File: src/hdl/ffha_alu.sv
// Shared 32-bit adder/subtractor with unsigned borrow, used by the sequencer steps.
module ffha_alu (
	input  logic [31:0] a,
	input  logic [31:0] b,
	input  logic        sub,
	output logic [31:0] y,
	output logic        borrow
);

	logic [32:0] sum;

	always_comb begin
		if (sub) begin
			sum = {1'b0, a} - {1'b0, b};
		end else begin
			sum = {1'b0, a} + {1'b0, b};
		end
	end

	assign y      = sum[31:0];
	assign borrow = sub & sum[32];

endmodule

File: config.mk
export PLATFORM = sky130hd
export DESIGN_NAME = ffha_alu
export DESIGN_NICKNAME = d
export VERILOG_FILES = /design/src/hdl/ffha_alu.sv
export SDC_FILE = /design/constraint.sdc
export NUM_CORES = 1
export LEC_CHECK = 0
export ABC_AREA = 0
export BUFFER_PORTS_ARGS = -buffer_cell sky130_fd_sc_hd__buf_2
export CORE_MARGIN = 4
export CORE_UTILIZATION = 52
export DETAILED_ROUTE_END_ITERATION = 10
export PLACE_DENSITY = 0.86
export SYNTH_ARGS = -nofsm -noshare
export SYNTH_HDL_FRONTEND = slang
export SYNTH_SLANG_ARGS = --single-unit
export TNS_END_PERCENT = 1
File: constraint.sdc
create_clock -name vclk -period 5.7
set_input_delay 0.855 -clock vclk [all_inputs]
set_output_delay 0.855 -clock vclk [all_outputs]
set_load 0.03 [all_outputs]
# Yosys cells after proc, flatten, opt, wreduce, memory -nomap -nowiden
# Index checks and enable logic that the tools add are counted.
# W data, S select, Z words.
# totals
wordCells,4
regBits,0
out_inout_bits,33
# op_classes
mux,1
n_addsub,2
bitwise_logic,1
# op_table
op,count
$add A32 B32 Y33,1
$mux W33,1
$sub A32 B32 Y33,1
$and A1 B1 Y1,1

# Logic depth before layout (Yosys ltp)
# Gate-level depths: netlist of run 1.
# logic_depth
depth_word,3
depth_mapped,17

# Worst setup path before layout of run 1
# Ideal clock, no wire load.
# synth_path
path_type,input -> output
start,input b[9]
end,output y[29]
arrival_ps,4482
n_path_buf,0
path_slack_ps,363
path_stages,16
cell_sequence,or4_4 > or3_4 > or2_4 > or2_4 > nor4_1 > nor2_1 > xnor2_1 > ha_1 > a21o_1 > a21o_1 > a21oi_1 > o21ai_0 > a21o_1 > a21oi_1 > o31ai_1 > xor2_1
# synth_via
elab_chain_len,2
# synth_rtl
item,line,source
"start, declared",4,"input logic [31:0] b,"
$add A32 B32 Y33 / $sub A32 B32 Y33 (equally long branches),"16, 14",
$mux W33 *,13,if (sub) begin
"end, declared",6,"output logic [31:0] y,"
# Mark *: on every way between the ends. The rest lies on a longest branch, timed or not.

# Final worst setup path of run 1
# layout_path
start,input b[9]
end,output y[30]
# Same word-level chain as after synthesis.

==> impl_metrics.json, run 1 <==
{
  "seq_cells": 0,
  "cts_resized": 0,
  "worstSetupPathType": "in -> out",
  "synth_common_cells": "xnor2_1 (46), a21oi_1 (42), nor2_1 (42), ha_1 (33), nand2_1 (26)",
  "core-area_mm2": 0.00435,
  "synth_cell_types": 43,
  "layout_setup_ws_ns": 0.154,
  "syn2layout_area_growth_pct": 23.5,
  "yosysWarnings": 0,
  "rsz0062_at_grt": "yes",
  "pwr-share-clk": 0,
  "drt-vias-per-instance": 5.76,
  "drive_gt1_frac": 0.256,
  "dieArea_mm2": 0.00566,
  "preCtsSetupSlack_ns": 0.113,
  "slew_viol_final": 0,
  "synth_area_mm2": 0.00235,
  "worst_slew_pin_slew_ns": 0.441,
  "diodes": 0,
  "p_comb_frac": 1.000,
  "first_global_vias": 2612,
  "post_cts_buffers": 0,
  "die_w_um": 75.2,
  "drtIter0Drc": 180,
  "power_density_mw_per_mm2": 214,
  "drv_cap": 0,
  "synth_area_leaders": "ha_1 (18%), xnor2_1 (17%), a21oi_1 (8.9%), a21o_1 (7.3%), nor2_1 (6.7%)",
  "gp_congestion": 0.960,
  "fp-row-count": 24,
  "slowest_delay_ns": 0.55,
  "leakagePower_uw": 0.00145,
  "drc_errors": 0,
  "n_fill_cell": 415,
  "hold_ws_ns": 2.13,
  "synth_nets": 449,
  "ys_seq_area_frac": 0,
  "power.switching_uw": 397,
  "hold_class": "in -> out",
  "crit_path_start_kind": "input port",
  "cp_cell_sequence": "buf_2 -> or4_4 -> or3_4 -> or2_4 -> or2_4 -> nor4_1 -> nor2_1 -> xnor2_1 -> ha_1 -> a21o_1 -> a21o_1 -> a21oi_2 -> nor2b_1 -> a311o_1 -> a21oi_1 -> xnor2_1 -> buf_2",
  "clock_buffer_count": 0,
  "final_core_util": 0.667,
  "grt_antenna_before_repair": 0,
  "hpwl_mm": 6.04,
  "arrival_ns": 4.69,
  "irDropWorstVdd_uv": 161,
  "num_vias": 2841,
  "p_int_uw": 226,
  "die_y_um": 75.2,
  "totalWireLength_mm": 7.00,
  "seqPwrFrac": 0,
  "grt-ovfl-total": 0,
  "crit_fanout": 5,
  "switching_share": 0.637,
  "grt_use_total": 0.239,
  "firstDrtPassIters": 5,
  "syn_area_per_cell_um2": 6.72,
  "fin_nets": 542,
  "cp.required_ns": 4.85,
  "portBuffers": 98,
  "ios": 98,
  "yosys.cell_count.top_type": "xnor2_1",
  "setup_viol": 0,
  "wl_per_cell_um": 14.2,
  "outcome": "completed",
  "grt_max_degree": 19,
  "synth_area_leader_cell": "ha_1",
  "multi_input_area_mm2": 0.00227,
  "fin_crit_ns": 5.55,
  "finalCritPeriodShare": 0.973,
  "hold_viol": 0,
  "max_slew_margin": 0.704,
  "critPathCaptureType": "output pin",
  "ctsHoldBuffers": 0,
  "ant_nets": 0,
  "crit_slowest_cell": "or4_4",
  "seq_area_um2": 0,
  "clock.fmax_mhz": 180,
  "synth_top_area_frac": 0.176,
  "synthCells": 350,
  "start_util": 0.540,
  "grt_pass1_wl_mm": 11.0
}
## stage by stage
stage	instance area (um^2)	TNS (ns)	std cells	total power, uW
floorplan	2350	0	350	453
global placement	2900	0	493	607
detailed placement	2900	0	493	615
CTS	2900	0	493	618
global route	2900	-0.0424	493	673
finish	2900	0	493	623
## final timing paths
| kind | end | cells past startpoint | slack [ns] | from |
|---|---|---|---|---|
| max | y[30] | 17 | 0.15 | b[9] |
| min | y[0] | 4 | 2.13 | b[0] |
## routing by layer
metal | vias to the layer above | global-route usage | share of wire
met5 | - | 0 | 0
met4 | 0 | 0.0505 | 0.019
met3 | 14 | 0.0134 | 0.059
met2 | 108 | 0.445 | 0.50
met1 | 1267 | 0.302 | 0.42
li1 | 1452 | - | -
## cell families (layout without fill, tap and decap cells)
logic type | Yosys count | count (layout) | share of synthesized area
AND/OR/NAND/NOR | 118 | 118 | 0.244
AO/OA/AOI/OAI | 115 | 115 | 0.311
XOR/XNOR | 59 | 59 | 0.220
adder cells (fa/ha/maj) | 34 | 34 | 0.184
buffers and inverters | 23 | 114 | 0.0367
multiplexers | 1 | 1 | 0.00426
## critical path, delay by kind of cell
kind,cells,cell delay [ns]
fa+ha+maj,1,0.34
buf+inv,2,0.32
simple gates,7,1.77
xor+xnor,2,0.26
compound gates,5,1.15
## power groups by stage
stage | clock, uW | combinational (uW) | sequential, uW
5_1_grt | 0 | 673 | 0
6_report | 0 | 623 | 0
3_3_place_gp | 0 | 607 | 0
2_1_floorplan | 0 | 453 | 0
3_5_place_dp | 0 | 615 | 0
4_1_cts | 0 | 618 | 0
## final cells by class
type                            instances  area share
Multi-Input combinational cell        327       0.782
Timing Repair Buffer                  102       0.180
Tap cell                               52      0.0224
Inverter                               12      0.0155
## cells in the final DEF, fill, tap and decap left out, types with 4 or more instances in the layout
cell,netlist,layout
buf_2,0,97
xnor2_1,46,46
nor2_1,42,42
a21oi_1,42,41
ha_1,33,32
nand2_1,26,26
a21o_1,23,23
o21ai_0,16,15
xor2_1,13,13
inv_1,12,12
nor3_1,10,10
nand3_1,9,9
nor2b_1,8,8
a31oi_1,7,7
nor4_1,5,5
nand4_1,4,4
o21bai_1,4,4
buf_4,0,4
Power figures use the tool's default switching activity.
==> run 2, diff against run 1 <==
--- a/config.mk
+++ b/config.mk
@@ -10,6 +10,7 @@
 export CORE_MARGIN = 4
 export CORE_UTILIZATION = 52
 export DETAILED_ROUTE_END_ITERATION = 10
+export MAX_ROUTING_LAYER = met4
 export PLACE_DENSITY = 0.86
 export SYNTH_ARGS = -nofsm -noshare
 export SYNTH_HDL_FRONTEND = slang
==> run 2 against run 1 <==
Cell count up 0.41%. Largest cell class unchanged. Maximum frequency down 0.35%. Via count up 3.9%. Count of clock-buffer cells in the layout unchanged. Highest routed layer unchanged.
==> impl_metrics.json, run 2 (synthesized netlist as in run 1, its figures left out) <==
{
  "ios": 98,
  "clock_buffer_count": 0,
  "max_slew_margin": 0.689,
  "outcome": "completed",
  "drt-vias-per-instance": 5.96,
  "grt_max_degree": 23,
  "use_met3": 0.0160,
  "arrival_ns": 4.71,
  "drive_gt1_frac": 0.269,
  "ant_nets": 0,
  "syn2layout_area_growth_pct": 25.0,
  "grt_pass1_wl_mm": 11.3,
  "slew_viol_final": 0,
  "gr-usage-met2": 0.462,
  "die_y_um": 75.2,
  "power_density_mw_per_mm2": 215,
  "busiest_layer": "met2",
  "cp_cell_sequence": "buf_2 -> or4_4 -> or3_4 -> or2_4 -> or2_4 -> nor4_2 -> nor2_1 -> xnor2_1 -> ha_1 -> a21o_1 -> a21o_1 -> a21oi_2 -> nor2b_1 -> a311o_1 -> a21oi_2 -> xnor2_1 -> buf_4",
  "critPathCaptureType": "output pin",
  "drc_errors": 0,
  "totalWireLength_mm": 7.28,
  "hold_class": "in -> out",
  "gp_congestion": 0.955,
  "crit_fanout": 5,
  "crit_path_start_kind": "input port",
  "grt_use_total": 0.251,
  "diodes": 0,
  "leakagePower_uw": 0.00146,
  "dieArea_mm2": 0.00566,
  "die_w_um": 75.2,
  "slowest_delay_ns": 0.55,
  "fin_setup_tns_ns": 0,
  "drv_cap": 0,
  "hold_ws_ns": 2.13,
  "clock.fmax_mhz": 180,
  "cp.required_ns": 4.85,
  "crit_slowest_cell": "or4_4",
  "fin_nets": 544,
  "num_vias": 2952,
  "finalCritPeriodShare": 0.976,
  "grt-ovfl-total": 0,
  "irDropWorstVdd_uv": 154,
  "worst_slew_pin_slew_ns": 0.464,
  "worstSetupPathType": "in -> out",
  "postLayoutCellArea_mm2": 0.00294,
  "place_area_mm2": 0.00290,
  "seq_area_um2": 0,
  "grt_antenna_before_repair": 0,
  "drtIter0Drc": 169,
  "fp-row-count": 24,
  "hold_viol": 0,
  "seq_cells": 0,
  "setup_viol": 0,
  "start_util": 0.540,
  "firstDrtPassIters": 5,
  "layout_common_cells": "buf_2 (96), xnor2_1 (46), nor2_1 (42)",
  "core-area_mm2": 0.00435,
  "portBuffers": 98,
  "first_global_vias": 2639,
  "wl_per_cell_um": 14.7,
  "finalPower_uw": 631,
  "layout_commonest_cell": "buf_2",
  "fin_crit_ns": 5.57,
  "hpwl_mm": 6.19,
  "gr-usage-met1": 0.310
}
==> run 2: where the power goes <==
part	switching (uW)	leakage [uW]	internal, uW
registers	0	0	0
logic	401	0.00146	230
clock network	0	0	0
==> run 2: final timing paths <==
kind	startpoint	end	slack, ns	depth (start not counted)
hold / removal	b[0]	y[0]	2.13	4
setup / recovery	b[9]	y[30]	0.13	17
==> run 2: repair_timing <==
item	in CTS	in global routing
gates resized for setup	0	9
endpoints found under the hold margin	0	0
hold buffers	0	0
setup endpoints to repair	0	4
buffers inserted	0	2
==> run 2: worst max-delay path, delay by kind of cell <==
kind / cells / cell delay, ns
XOR/XNOR: 2 / 0.34
buffers and inverters: 2 / 0.29
AO/OA/AOI/OAI: 5 / 1.14
AND/OR/NAND/NOR: 7 / 1.76
adder cells (fa/ha/maj): 1 / 0.32
==> run 2: metrics by stage <==
stage               cells   util  setup slack, ns
floorplan             350      -            0.363
global placement      493  0.665            0.195
detailed placement    493  0.665           0.0942
CTS                   493  0.665           0.0917
global route          495  0.675          -0.0244
finish                495  0.675            0.134
==> run 2: cell type report <==
cell class	count	area [um^2]
well taps	52	65.1
repair buffers	104	541
fillers	384	1420
inverters	12	45.0
multi-input cells	327	2290
==> run 2: per-layer routing <==
metal | up-vias | share of wire
li1 | 1466 | -
met1 | 1344 | 0.41
met5 | - | 0
met2 | 134 | 0.52
met4 | 0 | 0.0092
met3 | 8 | 0.066
